### src/cesd_pkg.sv
// cesd_pkg: shared types, character constants and decode helpers for the
// C escape sequence decoder. No dependencies.
`default_nettype none

package cesd_pkg;

    localparam int unsigned CMD_QUEUE_DEPTH = 4;

    localparam logic [7:0] CH_BACKSLASH = 8'h5C;
    localparam logic [7:0] CH_QUOTE     = 8'h27;
    localparam logic [7:0] CH_DQUOTE    = 8'h22;
    localparam logic [7:0] CH_ZERO      = 8'h30;
    localparam logic [7:0] CH_SEVEN     = 8'h37;
    localparam logic [7:0] CH_NINE      = 8'h39;
    localparam logic [7:0] CH_LC_A      = 8'h61;
    localparam logic [7:0] CH_LC_F      = 8'h66;
    localparam logic [7:0] CH_UC_A      = 8'h41;
    localparam logic [7:0] CH_UC_F      = 8'h46;
    localparam logic [7:0] CH_LC_X      = 8'h78;
    localparam logic [7:0] HEX_TEN      = 8'd10;

    localparam logic [1:0] OCT_DIGITS_MAX = 2'd3;
    localparam logic [1:0] HEX_DIGITS_MAX = 2'd2;

    typedef enum logic [3:0] {
        PH_NORMAL = 4'b0001,
        PH_ESC    = 4'b0010,
        PH_OCT    = 4'b0100,
        PH_HEX    = 4'b1000
    } phase_t;

    typedef struct packed {
        logic [7:0] in_byte;
        logic       in_final;
    } in_item_t;

    typedef struct packed {
        logic [7:0] out_byte;
        logic       run_last;
        logic       string_end;
    } out_item_t;

    // One accepted item's results: one or two bytes.
    typedef struct packed {
        logic [7:0] byte0;
        logic [7:0] byte1;
        logic       two;
        logic       fin;
    } cmd_t;

    // {valid, value}
    function automatic logic [8:0] simple_escape(input logic [7:0] b);
        logic [8:0] r;
        begin
            unique case (b)
                8'h61:        r = {1'b1, 8'd7};
                8'h62:        r = {1'b1, 8'd8};
                8'h65:        r = {1'b1, 8'd27};
                8'h66:        r = {1'b1, 8'd12};
                8'h6E:        r = {1'b1, 8'd10};
                8'h72:        r = {1'b1, 8'd13};
                8'h74:        r = {1'b1, 8'd9};
                8'h76:        r = {1'b1, 8'd11};
                CH_BACKSLASH: r = {1'b1, CH_BACKSLASH};
                CH_QUOTE:     r = {1'b1, CH_QUOTE};
                CH_DQUOTE:    r = {1'b1, CH_DQUOTE};
                default:      r = 9'd0;
            endcase
            return r;
        end
    endfunction

    // {valid, nibble}
    function automatic logic [4:0] hex_digit(input logic [7:0] b);
        logic [7:0] d;
        logic [4:0] r;
        begin
            d = 8'd0;
            r = 5'd0;
            if (b >= CH_ZERO && b <= CH_NINE) begin
                d = b - CH_ZERO;
                r = {1'b1, d[3:0]};
            end else if (b >= CH_LC_A && b <= CH_LC_F) begin
                d = b - CH_LC_A + HEX_TEN;
                r = {1'b1, d[3:0]};
            end else if (b >= CH_UC_A && b <= CH_UC_F) begin
                d = b - CH_UC_A + HEX_TEN;
                r = {1'b1, d[3:0]};
            end
            return r;
        end
    endfunction

endpackage

`default_nettype wire

### src/cesd_front.sv
// cesd_front: escape state machine. Takes one character a cycle while take is high and
// turns it into a command of one or two result bytes. Uses cesd_pkg.
`default_nettype none

module cesd_front (
    input  wire logic               clk,
    input  wire logic               rst_n,
    input  wire logic               take,
    input  wire cesd_pkg::in_item_t item,
    output logic                    cmd_push,
    output cesd_pkg::cmd_t          cmd
);

    cesd_pkg::phase_t phase_reg, phase_next;
    logic [7:0]       accum_reg, accum_next;
    logic [1:0]       cnt_reg, cnt_next;

    logic       va, vb, vc;
    logic [7:0] a_val, c_val;
    logic       plain;
    logic [7:0] b;
    logic [8:0] esc;
    logic [4:0] hx;
    logic [1:0] n;

    always_comb
    begin
        b          = item.in_byte;
        esc        = cesd_pkg::simple_escape(b);
        hx         = cesd_pkg::hex_digit(b);
        phase_next = phase_reg;
        accum_next = accum_reg;
        cnt_next   = cnt_reg;
        va         = 1'b0;
        a_val      = accum_reg;
        plain      = 1'b0;
        vb         = 1'b0;
        vc         = 1'b0;
        c_val      = accum_reg;

        unique case (phase_reg)
            cesd_pkg::PH_ESC:
            begin
                if (esc[8]) begin
                    va         = 1'b1;
                    a_val      = esc[7:0];
                    phase_next = cesd_pkg::PH_NORMAL;
                end else if (b >= cesd_pkg::CH_ZERO && b <= cesd_pkg::CH_SEVEN) begin
                    accum_next = {5'd0, b[2:0]};
                    cnt_next   = 2'd1;
                    phase_next = cesd_pkg::PH_OCT;
                end else if (b == cesd_pkg::CH_LC_X) begin
                    accum_next = 8'd0;
                    cnt_next   = 2'd0;
                    phase_next = cesd_pkg::PH_HEX;
                end else begin
                    // unknown escape: backslash, then the byte as is
                    va         = 1'b1;
                    a_val      = cesd_pkg::CH_BACKSLASH;
                    phase_next = cesd_pkg::PH_NORMAL;
                    plain      = 1'b1;
                end
            end
            cesd_pkg::PH_OCT:
            begin
                if (b >= cesd_pkg::CH_ZERO && b <= cesd_pkg::CH_SEVEN
                    && cnt_reg < cesd_pkg::OCT_DIGITS_MAX) begin
                    accum_next = {accum_reg[4:0], b[2:0]};
                    cnt_next   = cnt_reg + 2'd1;
                    if (cnt_next >= cesd_pkg::OCT_DIGITS_MAX) begin
                        va         = 1'b1;
                        a_val      = accum_next;
                        phase_next = cesd_pkg::PH_NORMAL;
                    end
                end else begin
                    va         = 1'b1;
                    a_val      = accum_reg;
                    phase_next = cesd_pkg::PH_NORMAL;
                    plain      = 1'b1;
                end
            end
            cesd_pkg::PH_HEX:
            begin
                if (hx[4] && cnt_reg < cesd_pkg::HEX_DIGITS_MAX) begin
                    accum_next = {accum_reg[3:0], hx[3:0]};
                    cnt_next   = cnt_reg + 2'd1;
                    if (cnt_next >= cesd_pkg::HEX_DIGITS_MAX) begin
                        va         = 1'b1;
                        a_val      = accum_next;
                        phase_next = cesd_pkg::PH_NORMAL;
                    end
                end else begin
                    va         = 1'b1;
                    a_val      = accum_reg;
                    phase_next = cesd_pkg::PH_NORMAL;
                    plain      = 1'b1;
                end
            end
            default:
            begin
                plain = 1'b1;
            end
        endcase

        if (plain) begin
            if (b == cesd_pkg::CH_BACKSLASH)
                phase_next = cesd_pkg::PH_ESC;
            else
                vb = 1'b1;
        end

        // end of string flushes anything pending, then back to reset state
        if (item.in_final) begin
            if (phase_next == cesd_pkg::PH_ESC) begin
                vc    = 1'b1;
                c_val = cesd_pkg::CH_BACKSLASH;
            end else if (phase_next == cesd_pkg::PH_OCT || phase_next == cesd_pkg::PH_HEX) begin
                vc    = 1'b1;
                c_val = accum_next;
            end
            phase_next = cesd_pkg::PH_NORMAL;
            accum_next = 8'd0;
            cnt_next   = 2'd0;
        end

        n = {1'b0, va} + {1'b0, vb} + {1'b0, vc};

        cmd.byte0 = va ? a_val : (vb ? b : c_val);
        cmd.byte1 = (va && vb) ? b : c_val;
        cmd.two   = n[1];
        cmd.fin   = item.in_final;
        cmd_push  = take && (n != 2'd0);
    end

    always_ff @(posedge clk or negedge rst_n)
    begin
        if (!rst_n) begin
            phase_reg <= cesd_pkg::PH_NORMAL;
            accum_reg <= 8'd0;
            cnt_reg   <= 2'd0;
        end else if (take) begin
            phase_reg <= phase_next;
            accum_reg <= accum_next;
            cnt_reg   <= cnt_next;
        end
    end

endmodule

`default_nettype wire

### src/cesd_queue.sv
// cesd_queue: small command queue between the decode front and the result
// back end. Uses cesd_pkg.
`default_nettype none

module cesd_queue #(
    parameter int unsigned DEPTH = cesd_pkg::CMD_QUEUE_DEPTH
) (
    input  wire logic             clk,
    input  wire logic             rst_n,
    input  wire logic             wr,
    input  wire cesd_pkg::cmd_t   wr_cmd,
    input  wire logic             rd,
    output cesd_pkg::cmd_t        head,
    output logic                  full,
    output logic                  empty
);

    localparam int unsigned PW = (DEPTH > 1) ? $clog2(DEPTH) : 1;
    localparam int unsigned CW = $clog2(DEPTH + 1);
    localparam logic [PW-1:0] LAST_PTR = PW'(DEPTH - 1);
    localparam logic [CW-1:0] DEPTH_CNT = CW'(DEPTH);

    cesd_pkg::cmd_t slots_reg [DEPTH];
    logic [PW-1:0]  wp_reg, rp_reg;
    logic [CW-1:0]  cnt_reg;
    logic           do_wr, do_rd;

    assign full  = (cnt_reg == DEPTH_CNT);
    assign empty = (cnt_reg == '0);
    assign head  = slots_reg[rp_reg];
    assign do_wr = wr && !full;
    assign do_rd = rd && !empty;

    always_ff @(posedge clk)
    begin
        if (do_wr)
            slots_reg[wp_reg] <= wr_cmd;
    end

    always_ff @(posedge clk or negedge rst_n)
    begin
        if (!rst_n) begin
            wp_reg  <= '0;
            rp_reg  <= '0;
            cnt_reg <= '0;
        end else begin
            if (do_wr)
                wp_reg <= (wp_reg == LAST_PTR) ? '0 : wp_reg + PW'(1);
            if (do_rd)
                rp_reg <= (rp_reg == LAST_PTR) ? '0 : rp_reg + PW'(1);
            if (do_wr && !do_rd)
                cnt_reg <= cnt_reg + CW'(1);
            else if (do_rd && !do_wr)
                cnt_reg <= cnt_reg - CW'(1);
        end
    end

endmodule

`default_nettype wire

### src/cesd_back.sv
// cesd_back: walks each queued command one byte at a time into the output
// register and marks run_last / string_end. Uses cesd_pkg.
`default_nettype none

module cesd_back (
    input  wire logic           clk,
    input  wire logic           rst_n,
    input  wire cesd_pkg::cmd_t head,
    input  wire logic           head_empty,
    output logic                head_pop,
    input  wire logic           pop,
    output logic                empty,
    output cesd_pkg::out_item_t result
);

    cesd_pkg::out_item_t out_reg, out_next;
    logic                vld_reg;
    logic                sub_reg;   // 1: first byte of a two-byte command already sent
    logic                load;
    logic                last_of_cmd;

    assign empty       = !vld_reg;
    assign result      = out_reg;
    assign load        = !head_empty && (!vld_reg || pop);
    assign last_of_cmd = sub_reg || !head.two;
    assign head_pop    = load && last_of_cmd;

    always_comb
    begin
        out_next.out_byte   = sub_reg ? head.byte1 : head.byte0;
        out_next.run_last   = last_of_cmd;
        out_next.string_end = last_of_cmd && head.fin;
    end

    always_ff @(posedge clk)
    begin
        if (load)
            out_reg <= out_next;
    end

    always_ff @(posedge clk or negedge rst_n)
    begin
        if (!rst_n) begin
            vld_reg <= 1'b0;
            sub_reg <= 1'b0;
        end else begin
            if (load)
                vld_reg <= 1'b1;
            else if (pop)
                vld_reg <= 1'b0;
            if (load)
                sub_reg <= !last_of_cmd;
        end
    end

endmodule

`default_nettype wire

### src/c_escape_sequence_decoder_core.sv
// c_escape_sequence_decoder_core: top level. Instantiates cesd_front,
// cesd_queue and cesd_back; uses cesd_pkg.
`default_nettype none

// Decodes C escape sequences in a byte stream. One character is taken per
// clock while the command queue has room. Each character yields zero, one
// or two result bytes. Results leave at one per clock while pop is held,
// from a registered output. A two-byte item occupies the output for both
// of its bytes, so a run of such items fills the queue and stalls the
// input. With the queue empty, the first result of an accepted character
// goes through a queue slot and then the output register before it is on
// the result ports. The front holds the escape state (phase, digit value,
// digit count). The queue of QUEUE_DEPTH commands lets it run ahead while
// the output is stalled. A final flag on the last character flushes a
// pending backslash or digit run and resets the escape state.
module c_escape_sequence_decoder_core #(
    parameter int unsigned QUEUE_DEPTH = cesd_pkg::CMD_QUEUE_DEPTH
) (
    input  wire logic               clk,
    input  wire logic               rst_n,
    input  wire logic               push,
    output logic                    full,
    input  wire cesd_pkg::in_item_t char_item,
    output logic                    empty,
    input  wire logic               pop,
    output cesd_pkg::out_item_t     result
);

    logic           take;
    logic           q_wr, q_rd, q_full, q_empty;
    cesd_pkg::cmd_t q_in, q_head;

    assign full = q_full;
    assign take = push && !q_full;

    cesd_front u_front (
        .clk      (clk),
        .rst_n    (rst_n),
        .take     (take),
        .item     (char_item),
        .cmd_push (q_wr),
        .cmd      (q_in)
    );

    cesd_queue #(
        .DEPTH (QUEUE_DEPTH)
    ) u_queue (
        .clk    (clk),
        .rst_n  (rst_n),
        .wr     (q_wr),
        .wr_cmd (q_in),
        .rd     (q_rd),
        .head   (q_head),
        .full   (q_full),
        .empty  (q_empty)
    );

    cesd_back u_back (
        .clk        (clk),
        .rst_n      (rst_n),
        .head       (q_head),
        .head_empty (q_empty),
        .head_pop   (q_rd),
        .pop        (pop),
        .empty      (empty),
        .result     (result)
    );

    a_no_overflow: assert property (@(posedge clk) disable iff (!rst_n)
        q_wr |-> !q_full)
        else $error("command written into a full queue");

    a_no_underflow: assert property (@(posedge clk) disable iff (!rst_n)
        q_rd |-> !q_empty)
        else $error("command read from an empty queue");

    a_end_is_last: assert property (@(posedge clk) disable iff (!rst_n)
        (!empty && result.string_end) |-> result.run_last)
        else $error("string end flagged on a result that is not last of its item");

endmodule

`default_nettype wire
### config.mk
export PLATFORM = sky130hd
export DESIGN_NAME = c_escape_sequence_decoder_core
export DESIGN_NICKNAME = d
export VERILOG_FILES = /design/src/cesd_pkg.sv /design/src/cesd_front.sv /design/src/cesd_queue.sv /design/src/cesd_back.sv /design/src/c_escape_sequence_decoder_core.sv
export SDC_FILE = /design/constraint.sdc
export NUM_CORES = 1
export LEC_CHECK = 0
export ABC_AREA = 1
export ABC_CLOCK_PERIOD_IN_PS = 3400
export BUFFER_PORTS_ARGS = -buffer_cell sky130_fd_sc_hd__buf_2
export CORE_AREA = 2 2 134 136
export CTS_BUF_LIST = sky130_fd_sc_hd__clkbuf_8 sky130_fd_sc_hd__clkbuf_16
export DETAILED_ROUTE_END_ITERATION = 16
export DIE_AREA = 0 0 136 138
export PLACE_DENSITY_LB_ADDON = 0.15
export SLEW_MARGIN = 25
export SYNTH_ARGS = -nofsm -noshare
export SYNTH_HDL_FRONTEND = slang
export SYNTH_SLANG_ARGS = --single-unit
### constraint.sdc
create_clock -name clk -period 3.4 [get_ports clk]
set_clock_uncertainty 0.1 [all_clocks]
set_input_delay 0.34 -clock clk [delete_from_list [all_inputs] [get_ports clk]]
set_output_delay 0.34 -clock clk [all_outputs]
set_load 0.02 [all_outputs]
==> summary.md, run 1 <==
| Metric | Value |
|---|---|
| Status | `completed` |
| Antenna Violating Nets Remaining | `0` |
| DR WL/cell | `roughly 16 um` |
| Most frequent cells in the layout | `136 x nand2_1, 83 x nor2_1, 82 x edfxtp_1` |
| PwrDens | `between 500 and 600 nW/um2` |
| Final design utilization | `0.419` |
| Hold path cells | `2` |
| Initial Util | `0.342` |
| Die area | `18800 um2` |
| Width of the die | `136 um` |
| CTS Root Cell | `clkbuf_16` |
| RR Endpoint | `u_queue.cnt_reg[2]` |
| Clock slew at reported path FFs | `0.07 ns` |
| Cell variety after synth | `45` |
| Final Hold Viols | `0` |
| First-pass GRT wire length | `26200 um` |
| DRT Wirelength | `~16000 um` |
| Placer Congestion | `roughly 0.91` |
| Longest Clk Path Bufs | `2` |
| Slew @ Worst Pin | `about 0.65 ns` |
| Yosys reg bits | `105` |
| DR pass1 iterations | `5` |
| R2r worst-path depth | `16` |
| ANT cells | `0` |
| Remaining global-route overflow | `0` |
| Initial drt markers | `395` |
| Max Slew Vio Count | `0` |
| Detailed placement HPWL | `approximately 12000 um` |
| DR vias/cell | `4.98` |
| Remaining DRCs | `0` |
| Worst hold endpoint | `u_back.vld_reg` |
| Max-Cap Viols | `0` |
| Core ar. | `between 15000 and 20000 um2` |
| Seq/Total Area, Yosys | `0.507` |
| Total power | `between 4 and 5 mW` |
| Syn nets | `720` |
| Post-route clock period utilization | `0.945` |
| Cts bufs inserted | `9` |
| Ys Warns | `0` |
| Post-Syn Area | `5990 um2` |
| Die Y | `138 um` |
| Final setup violation count | `0` |
| Syn Inst Count | `693` |
| Vias in the first global route | `roughly 4900` |
| Worst-Skew Late Latency | `~0.35 ns` |
| Fmax | `311 MHz` |
| Initial antenna violation count | `0` |
| CP Class | `flop to flop` |
| Leakage power | `3.04 nW` |
| Worst-case vdd ir drop | `about 0.00028 V` |
| Area Growth Syn to Fin | `22.7%` |
| Crit end category | `flop` |
| Total number of vias | `about 5000` |
| CP Data Required Time | `3.53 ns` |
| TritonCTS clock tree | `done` |
| Critical path fanouts, max | `6` |
| Most common cell after layout, fill and taps aside | `nand2_1` |
| CTS sink cnt | `105` |
| Min cycle time layout | `3.21 ns` |
| Hold path start | `pop` |
| GRT Util Overall | `0.179` |
| IO buf count | `24` |
| Fillcell total | `1756` |
| Pin count of the biggest net entering global routing | `33` |
| Number of flip-flops under the largest register name | `72` |
| FF-to-FF setup slack | `about 0.19 ns` |
| Worst Hold Class | `input port to flop` |
| # IOs | `25` |
| Worst reg2reg startpoint | `u_front.phase_reg[3]` |
| Share of cells above drive strength 1 | `0.225` |
| Htree depth | `3` |
| Critical path data arrival time | `between 3 and 4 ns` |
| Post-layout nets | `~810` |
| Core Rows | `49` |
| Slew HR | `0.567` |
| Crit start category | `flop` |
| Syn avg cell area | `between 8 and 9 um2` |
layer usage:
| layer | GRT usage | up-vias | share of wire |
|---|---|---|---|
| met2 | 0.289 | 102 | 0.48 |
| met3 | 0.0326 | 20 | 0.034 |
| li1 | - | 2547 | - |
| met4 | 0.0581 | 0 | 0.022 |
| met5 | 0 | - | 0 |
| met1 | 0.242 | 2406 | 0.47 |
worst max-delay path, cell delays in order (launching register included):
cell	delay, ns
dfrtp_1	0.39
inv_2	0.09
nand2_2	0.07
nor3_4	0.22
buf_6	0.15
nand4_1	0.16
nand2_4	0.13
buf_4	0.12
nand2_4	0.05
fa_1	0.49
a21oi_2	0.19
ha_2	0.18
inv_1	0.06
fa_2	0.34
a21oi_2	0.13
o21ai_1	0.08
xor2_1	0.14
report_power, final:
| part | internal, mW | switching (mW) |
|---|---|---|
| logic | 0.494 | 0.926 |
| registers | 1.73 | 0.0974 |
| clock network | 0.646 | 0.472 |
Yosys cell counts, drive strengths merged:
cell / number / area (um2)
a22oi: 1 / 7.51
dfrtp: 22 / 551
and3: 2 / 12.5
nand3b: 1 / 7.51
ha: 12 / 150
nand3: 41 / 235
dfstp: 1 / 26.3
fa: 2 / 40.0
o211ai: 8 / 60.1
o32ai: 2 / 17.5
o22ai: 15 / 93.8
nand4: 9 / 62.6
xnor2: 1 / 8.76
o21ai: 87 / 435
xor2: 3 / 26.3
nand2: 152 / 628
buf: 5 / 46.3
clkbuf: 14 / 52.6
o31ai: 1 / 7.51
inv: 80 / 303
a31oi: 14 / 87.6
a211oi: 1 / 7.51
a21oi: 26 / 134
nor3: 7 / 67.6
nor2: 98 / 425
edfxtp: 82 / 2460
o221ai: 2 / 17.5
clkinv: 4 / 20.0
timing repair:
item	CTS	global route
hold buffers	1	0
buffers inserted	0	7
endpoints found under the hold margin	22	0
resized for setup	0	7
setup endpoints to repair	0	2
per-stage QoR:
stage | TNS (ns) | hold WS (ns) | setup WS (ns) | area, um2 | std cells
2_1_floorplan | 0 | -0.0556 | 0.00105 | 6080 | 693
3_3_place_gp | -0.191 | 0.285 | -0.164 | 6950 | 996
3_5_place_dp | -0.274 | 0.280 | -0.191 | 6950 | 996
4_1_cts | 0 | 0.0629 | 0.0577 | 7280 | 1012
5_1_grt | -0.0128 | 0.0947 | -0.0128 | 7350 | 1019
6_report | 0 | 0.0771 | 0.186 | 7350 | 1019
logic make-up (layout without fill, tap and decap cells):
family / count (synthesis) / in the layout / share of synthesized area
AOI/OAI and AO/OA: 157 / 157 / 0.145
xor gates and xnor gates: 4 / 4 / 0.00585
adders and majority gates: 14 / 14 / 0.0317
buffers and inverters: 103 / 200 / 0.0704
DFF: 105 / 105 / 0.507
and+or+nand+nor: 310 / 310 / 0.240
layout make-up:
type | count | area, um2 | area share
Sequential cell | 105 | 3040 | 0.413
Multi-Input combinational cell | 485 | 2630 | 0.358
Timing Repair Buffer | 101 | 754 | 0.103
Inverter | 84 | 325 | 0.0442
Tap cell | 229 | 287 | 0.0390
Clock buffer | 9 | 225 | 0.0306
Clock inverter | 6 | 90.1 | 0.0122
worst max-delay path by stage:
stage                                    start                  to  slack, ns  depth (start not counted)
final                     u_front.phase_reg[3]  u_queue.cnt_reg[2]       0.19                         16
after floorplan                   char_item[4]  u_queue.cnt_reg[2]      0.001                         21
after global routing      u_front.phase_reg[3]  u_queue.cnt_reg[2]      -0.01                         16
after CTS                 u_front.phase_reg[3]  u_queue.cnt_reg[2]       0.06                         17
after global placement            char_item[1]  u_queue.cnt_reg[2]      -0.16                         21
after detailed placement          char_item[1]  u_queue.cnt_reg[2]      -0.19                         21
Power figures use the tool's default switching activity.
==> run 2: changes to the inputs <==
ABC_AREA = not set   (was 1)
CORE_AREA = 2 2 118 120   (was 2 2 134 136)
DIE_AREA = 0 0 120 122   (was 0 0 136 138)
==> run 2 against run 1 <==
Net effect:
- sequential share of layout area is 1.4 points lower
- worst setup slack worse by 0.17 ns
- hold slack better by 0.012 ns
- register-to-register slack worse by 0.17 ns
==> summary.md, run 2 <==
| Metric | Value |
|---|---|
| CTS Root Cell | `clkbuf_16` |
| Die area | `14600 um2 (-22%)` |
| ANT cells | `0 (unchanged)` |
| Syn Inst Count | `483 (-30%)` |
| Fmax | `296 MHz (-5.0%)` |
| GR Layer Usage met1 | `0.310 (+0.0684)` |
| Width of the die | `120 um (-12%)` |
| Post-synth top flop | `edfxtp_1` |
| RSZ-0062 raised after global routing | `yes` |
| Initial antenna violation count | `0 (unchanged)` |
| Worst reg2reg startpoint | `u_front.cnt_reg[0]` |
| Detailed placement HPWL | `12100 um (+1.1%)` |
| Hold path cells | `2 (unchanged)` |
| Post-route clock period utilization | `0.995 (+0.0499)` |
| Ys Warns | `0 (unchanged)` |
| Slew HR | `0.575 (+0.00730)` |
| Antenna Violating Nets Remaining | `0 (unchanged)` |
| Total power | `5.12 mW (+17%)` |
| Seq/Total Area, Yosys | `0.511 (+0.00395)` |
| Yosys top cell area share | `0.414 (+0.00320)` |
| Number of synthesized flops with an enable pin | `82 (unchanged)` |
| Longest Clk Path Bufs | `2 (unchanged)` |
| Cts bufs inserted | `9 (unchanged)` |
| CTS sink cnt | `105 (unchanged)` |
| Most common cell after layout, fill and taps aside | `buf_4` |
| Dpl cell area | `7130 um2 (+2.5%)` |
| Register area | `3040 um2 (about the same)` |
| Clock slew at reported path FFs | `0.07 ns (about the same)` |
| DR vias/cell | `5.94 (+19%)` |
| Vias in the first global route | `4642 (-5.1%)` |
| Status | `completed` |
| Die Y | `122 um (-12%)` |
| Core ar. | `13500 um2 (-23%)` |
| Crit start category | `flop` |
| Worst-Skew Late Latency | `0.35 ns (about the same)` |
| Fillcell total | `1147 (-35%)` |
| Post-layout nets | `623 (-23%)` |
| R2r worst-path depth | `16 (unchanged)` |
| Worst path slowest cell | `fa_1` |
| RR Endpoint | `u_queue.cnt_reg[2]` |
| Most common cell in the netlist | `edfxtp_1` |
| PwrDens | `672 nW/um2 (+13%)` |
| Placer Congestion | `0.996 (+9.8%)` |
| Core Rows | `43 (-12%)` |
| Crit end category | `flop` |
| Remaining DRCs | `0 (unchanged)` |
| Leakage power | `2.84 nW (-6.4%)` |
| Pin count of the biggest net entering global routing | `24 (-27%)` |
| Multi-input logic area | `2890 um2 (+9.9%)` |
| Most frequent cells in the layout | `98 x buf_4, 82 x edfxtp_1, 25 x nand2_1` |
| Slowest cell delay on critical path | `0.47 ns (-0.02 ns)` |
| Crit-path cells | `inv_1 -> ha_1 -> nand2b_1 -> o31ai_4 -> o21ai_4 -> inv_2 -> and3_4 -> nor2_4 -> fa_1 -> a21oi_4 -> ha_4 -> inv_2 -> fa_2 -> xor2_1 -> nor2_1 -> xor2_1` |
| Top Usage Layer GRT | `met2` |
| Initial Util | `0.440 (+0.0986)` |
| Met2 global-route usage | `0.384 (+0.0942)` |
| Cell variety after synth | `88 (+96%)` |
| Final Hold Viols | `0 (unchanged)` |
| Yosys reg bits | `105 (unchanged)` |
| Syn nets | `510 (-29%)` |
| Total number of vias | `4641 (-8.6%)` |
| Htree depth | `3 (unchanged)` |
| DR pass1 iterations | `5 (unchanged)` |
| Worst hold endpoint | `u_back.vld_reg` |
| DR WL/cell | `21.0 um (+33%)` |
| Post-Syn Area | `5950 um2 (-0.77%)` |
| Async S/R FF share, synth | `0.219 (unchanged)` |
| Hold path start | `pop` |
| Post-synth top area cell | `edfxtp_1` |
| Area contributors post-synth | `edfxtp_1 41%, dfrtp_1 9.3%, mux4_2 6.8%` |
| GRT Util Overall | `0.232 (+0.0528)` |
| Min cycle time layout | `3.38 ns (+0.170 ns)` |
| Post-synth top cells | `82 x edfxtp_1, 25 x nand2_1, 22 x dfrtp_1` |
| Critical path fanouts, max | `3 (-3)` |
| # IOs | `25 (unchanged)` |
| Share of cells above drive strength 1 | `0.388 (+0.162)` |
| Worst Path Buf+Inv | `3 (-1)` |
| Max-Cap Viols | `0 (unchanged)` |
| TritonCTS clock tree | `done` |
| CP delay by family, top | `adder cells` |
| DRT Wirelength | `16400 um (+2.3%)` |
| Syn avg cell area | `12.3 um2 (+42%)` |
| Initial drt markers | `476 (+21%)` |
| Design area | `7620 um2 (+3.6%)` |
| Max Slew Vio Count | `0 (unchanged)` |
| Area Growth Syn to Fin | `28.1%` |
| Met3 usage | `0.0417 (+0.00903)` |
| Critical path data arrival time | `3.52 ns (+0.17 ns)` |
| FF-to-FF setup slack | `0.02 ns (-0.17 ns)` |
| Final setup violation count | `0 (unchanged)` |
| Worst Hold Class | `input port to flop` |
| IO buf count | `24 (unchanged)` |
| CP Class | `flop to flop` |
| Remaining global-route overflow | `0 (unchanged)` |
| First-pass GRT wire length | `25900 um (-1.1%)` |
| Number of flip-flops under the largest register name | `72 (unchanged)` |
| Slew @ Worst Pin | `0.635 ns (-0.0120 ns)` |
| CP Data Required Time | `3.53 ns (about the same)` |
| Worst-case vdd ir drop | `0.000302 V (+7.8%)` |
[run 2: cell count changes after synthesis, sizes merged, moves of 8 or more]
cell / previous run / this run
a21oi: 26 / 17
a31oi: 14 / 4
and2: 0 / 10
buf: 5 / 18
inv: 80 / 21
mux2: 0 / 14
mux4: 0 / 18
nand2: 152 / 25
nand2b: 0 / 8
nand3: 41 / 12
nor2: 98 / 22
nor3: 7 / 15
o21ai: 87 / 27
[run 2: worst register-to-register path, cell delays in order, from the launching register on]
cell and delay (ns):
dfrtp_1 0.41, inv_1 0.08, ha_1 0.36, nand2b_1 0.16, o31ai_4 0.28, o21ai_4 0.09
inv_2 0.06, and3_4 0.19, nor2_4 0.04, fa_1 0.47, a21oi_4 0.17, ha_4 0.15
inv_2 0.03, fa_2 0.32, xor2_1 0.14, nor2_1 0.07, xor2_1 0.15
[run 2: per-layer routing]
layer / part of all wire / wire length, um / vias up
met3: 0.041 / 678 / 26
met1: 0.44 / 7300 / 2309
met2: 0.49 / 8120 / 154
li1: - / - / 2152
met4: 0.020 / 336 / 0
met5: 0 / 0 / -
[run 2: cells by family (layout without fill, tap and decap cells)]
kind of cell,count (synthesis),after routing,share of synthesized area
mux,39,39,0.106
flops,105,105,0.511
compound gates,139,139,0.177
simple gates,128,128,0.124
buf+inv,51,169,0.0400
fa+ha+maj,14,14,0.0320
xor+xnor,7,7,0.0103
[run 2: worst max-delay path by stage]
stage	from	endpoint	slack, ns	cells past startpoint
2_1_floorplan	char_item[1]	u_queue.cnt_reg[2]	-0.24	17
3_3_place_gp	char_item[2]	u_queue.cnt_reg[2]	-0.30	17
3_5_place_dp	char_item[2]	u_queue.cnt_reg[2]	-0.36	17
4_1_cts	u_front.phase_reg[2]	u_queue.cnt_reg[2]	-0.01	13
5_1_grt	u_front.cnt_reg[1]	u_queue.cnt_reg[2]	-0.15	16
6_report	u_front.cnt_reg[0]	u_queue.cnt_reg[2]	0.02	16
[run 2: layout make-up]
type / instances / share of cell area
clock buffer: 9 / 0.0296
clock inverter: 7 / 0.0117
inverter: 21 / 0.0118
multi-input combinational: 327 / 0.380
sequential: 105 / 0.399
tap: 180 / 0.0296
timing repair buffer: 132 / 0.138
[run 2: metrics by stage]
step | hold WS (ns) | utilization | cells | worst slack, ns | TNS (ns)
6_report | 0.0886 | 0.564 | 781 | 0.0160 | 0
3_3_place_gp | 0.257 | 0.528 | 757 | -0.296 | -5.16
3_5_place_dp | 0.262 | 0.528 | 757 | -0.364 | -8.22
2_1_floorplan | -0.0556 | - | 483 | -0.243 | -0.477
4_1_cts | 0.0831 | 0.556 | 777 | -0.0103 | -0.0103
5_1_grt | 0.0866 | 0.564 | 781 | -0.151 | -0.235
[run 2: what timing repair did]
item	CTS	global route
cloned	0	4
hold endpoints to repair	22	0
gates resized for setup	6	5
pin swaps	5	4
buffers inserted	3	1
endpoints found under the setup margin	2	74
hold buffers	1	0
[run 2: power breakdown]
part           switching [mW]  internal, mW  leakage (nW)
logic                    1.03          1.00          1.63
clock network           0.482         0.586         0.150
registers               0.174          1.84          1.06
==> run 3: changes to the inputs <==
CORE_AREA = 2 2 119 121   (was 2 2 118 120)
CTS_BUF_LIST = sky130_fd_sc_hd__clkbuf_16   (was sky130_fd_sc_hd__clkbuf_8 sky130_fd_sc_hd__clkbuf_16)
DIE_AREA = 0 0 121 123   (was 0 0 120 122)
SYNTH_HIERARCHICAL = 1   (was not set)
==> run 3 against run 2 <==
Net effect:
- the flow now finishes with violations (setup timing)
- sequential share of layout area is 0.60 points lower
- cell count is 1.8% higher
- sequential power is 3% lower
- critical path depth is 1 lower
- register-to-register slack worse by 0.27 ns
- worst setup slack worse by 0.27 ns
- largest power group is now registers
==> summary.md, run 3 <==
| Metric | Value |
|---|---|
| Status | `complete, but fails checks` |
| Violated checks | `setup timing` |
| Initial drt markers | `369 (-22%)` |
| GRT Util Overall | `0.222 (-0.00986)` |
| First-pass GRT wire length | `25100 um (-3.0%)` |
| Die area | `14900 um2 (+1.7%)` |
| Htree depth | `3 (unchanged)` |
| Slew @ Worst Pin | `0.731 ns (+0.0962 ns)` |
| Worst Hold Class | `input port to flop` |
| Post-route clock period utilization | `1.08 (+0.0798)` |
| Post-synth top cells | `82 x edfxtp_1, 33 x o21ai_0, 30 x nand2_1` |
| ANT cells | `0 (unchanged)` |
| Min cycle time layout | `3.66 ns (+0.271 ns)` |
| Post-layout nets | `637 (+2.2%)` |
| Most common cell in the netlist | `edfxtp_1` |
| Crit end category | `flop` |
| Yosys top cell area share | `0.410 (-0.00405)` |
| Area Growth Syn to Fin | `28.8%` |
| Longest Clk Path Bufs | `2 (unchanged)` |
| Crit start category | `flop` |
| Final setup violation count | `74 (+74)` |
| Slew HR | `0.513 (-0.0618)` |
| Core Rows | `43 (unchanged)` |
| # IOs | `25 (unchanged)` |
| Number of flip-flops under the largest register name | `72 (unchanged)` |
| Critical path data arrival time | `3.83 ns (+0.31 ns)` |
| Remaining DRCs | `0 (unchanged)` |
| Max Slew Vio Count | `0 (unchanged)` |
| Total power | `4.78 mW (-6.6%)` |
| Clock slew at reported path FFs | `0.07 ns (about the same)` |
| Post-synth top area cell | `edfxtp_1` |
| Remaining global-route overflow | `0 (unchanged)` |
| Syn nets | `508 (-0.39%)` |
| Yosys reg bits | `105 (unchanged)` |
| Ys Warns | `6 (+6)` |
| Post-Syn Area | `6010 um2 (+0.99%)` |
| Detailed placement HPWL | `11200 um (-6.7%)` |
| Syn Inst Count | `481 (-0.41%)` |
| Hold path cells | `2 (unchanged)` |
| Width of the die | `121 um (+0.83%)` |
| RSZ-0062 raised after global routing | `yes` |
| Worst-Skew Late Latency | `0.34 ns (about the same)` |
| Total number of vias | `4582 (-1.3%)` |
| Hold Slack | `0.0849 ns (-0.00374 ns)` |
| Pin count of the biggest net entering global routing | `24 (unchanged)` |
| Critical path fanouts, max | `5 (+2)` |
| Syn avg cell area | `12.5 um2 (+1.4%)` |
| Final Hold Viols | `0 (unchanged)` |
| Fmax | `274 MHz (-7.4%)` |
| PwrDens | `618 nW/um2 (-8.0%)` |
| Initial antenna violation count | `0 (unchanged)` |
| Core ar. | `13600 um2 (+0.80%)` |
| Fillcell total | `1136 (-0.96%)` |
| Leakage power | `2.96 nW (+4.1%)` |
| Post-synth top flop | `edfxtp_1` |
| Final worst slack | `-0.255 ns (-0.271 ns)` |
| R2r worst-path depth | `15 (-1)` |
| Max-Cap Viols | `0 (unchanged)` |
| Cts bufs inserted | `9 (unchanged)` |
| CTS sink cnt | `105 (unchanged)` |
| DR pass1 iterations | `5 (unchanged)` |
| DR vias/cell | `5.76 (-3.0%)` |
| Cell variety after synth | `85 (-3.4%)` |
| Worst-case vdd ir drop | `0.000316 V (+4.7%)` |
| Number of synthesized flops with an enable pin | `82 (unchanged)` |
| Vias in the first global route | `4670 (+0.60%)` |
| Die Y | `123 um (+0.82%)` |
| Placer Congestion | `0.950 (-4.6%)` |
| Most common cell after layout, fill and taps aside | `buf_4` |
| Area contributors post-synth | `edfxtp_1 41%, dfrtp_1 9.2%, mux4_2 6.8%` |
| Async S/R FF share, synth | `0.219 (unchanged)` |
| IO buf count | `24 (unchanged)` |
| Share of cells above drive strength 1 | `0.408 (+0.0204)` |
| Initial Util | `0.441 (+0.000839)` |
| CP Data Required Time | `3.57 ns (+0.04 ns)` |
| Most frequent cells in the layout | `113 x buf_4, 82 x edfxtp_1, 31 x o21ai_0` |
| DRT Wirelength | `15500 um (-5.6%)` |
| CTS Root Cell | `clkbuf_16` |
| CP Class | `flop to flop` |
| TritonCTS clock tree | `done` |
| DR WL/cell | `19.5 um (-7.3%)` |
| Seq/Total Area, Yosys | `0.506 (-0.00500)` |
| Antenna Violating Nets Remaining | `0 (unchanged)` |
[run 3: cell count changes in the layout (fill, tap and decap cells not counted), moves of 4 or more]
cell	delta
mux2_2	-7
nor4_1	-4
a21o_1	+4
mux2_4	+9
nand2_1	+5
o31ai_1	-4
inv_1	-4
o211a_1	-4
o2bb2ai_1	+5
buf_16	+4
buf_4	+15
mux2i_1	+5
nand3_1	-5
o21ai_0	+12
[run 3: cells by family (layout without fill, tap and decap cells)]
kind of cell,Yosys count,count (layout),share of synthesized area
XOR/XNOR,9,9,0.0131
multiplexers,45,45,0.122
flip-flops,105,105,0.506
AO/OA/AOI/OAI,146,146,0.178
adder cells (fa/ha/maj),14,14,0.0317
AND/OR/NAND/NOR,112,112,0.110
buffers and inverters,50,184,0.0390
[run 3: report_power, final]
part	internal, mW	switching, mW
logic	0.978	0.888
registers	1.79	0.165
clock network	0.503	0.461
[run 3: timing repair]
item                       CTS  global route
hold buffers                 1             0
cloned                       4             0
resized for setup           19            12
setup endpoints to repair   76            74
pin swaps                    9             5
hold endpoints to repair    22             0
setup buffers               11             7
[run 3: critical path, cell delays in order, from the launching register on]
cell      delay (ns)
dfrtp_2         0.46
or4b_4          0.58
nor2_4          0.12
o211ai_2        0.11
a21bo_2         0.23
and3_4          0.19
a21oi_4         0.12
fa_2            0.44
a21oi_2         0.13
nor2b_4         0.20
ha_4            0.15
inv_2           0.04
fa_2            0.32
xor2_1          0.14
nor2_1          0.11
xor2_1          0.15
[run 3: final timing paths]
check / from / endpoint / slack, ns
min in group asynchronous: rst_n / u_back/vld_reg / 0.41
max in group asynchronous: rst_n / u_front/phase_reg[3] / 2.39
setup / recovery: u_front/phase_reg[1] / u_queue/cnt_reg[2] / -0.26
hold / removal: pop / u_back/vld_reg / 0.08
hold reg to reg: u_queue/cnt_reg[2] / u_queue/cnt_reg[2] / 0.45
setup reg to reg: u_front/phase_reg[1] / u_queue/cnt_reg[2] / -0.26
[run 3: layout make-up]
cell class,count,area (um2),area share
Multi-Input combinational cell,326,2890,0.373
Timing Repair Buffer,150,1230,0.159
Inverter,18,72.6,0.00938
Sequential cell,105,3040,0.393
Tap cell,180,225,0.0291
Clock buffer,9,225,0.0291
Clock inverter,7,53.8,0.00696
[run 3: routing by layer]
metal / global-route usage / vias up / routed length (um)
met4: 0.0988 / 0 / 527
met5: 0 / - / 0
met2: 0.367 / 123 / 7620
li1: - / 2153 / -
met3: 0.0295 / 36 / 481
met1: 0.293 / 2270 / 6880
[run 3: per-stage QoR]
step | util | instance area (um2) | TNS, ns | instances | setup WS, ns
2_1_floorplan | - | 6110 | -13.90 | 481 | -0.459
3_3_place_gp | 0.523 | 7120 | -29.31 | 759 | -0.574
3_5_place_dp | 0.523 | 7120 | -33.44 | 759 | -0.637
4_1_cts | 0.565 | 7690 | -8.91 | 790 | -0.252
5_1_grt | 0.568 | 7730 | -19.77 | 795 | -0.409
6_report | 0.568 | 7730 | -10.97 | 795 | -0.255
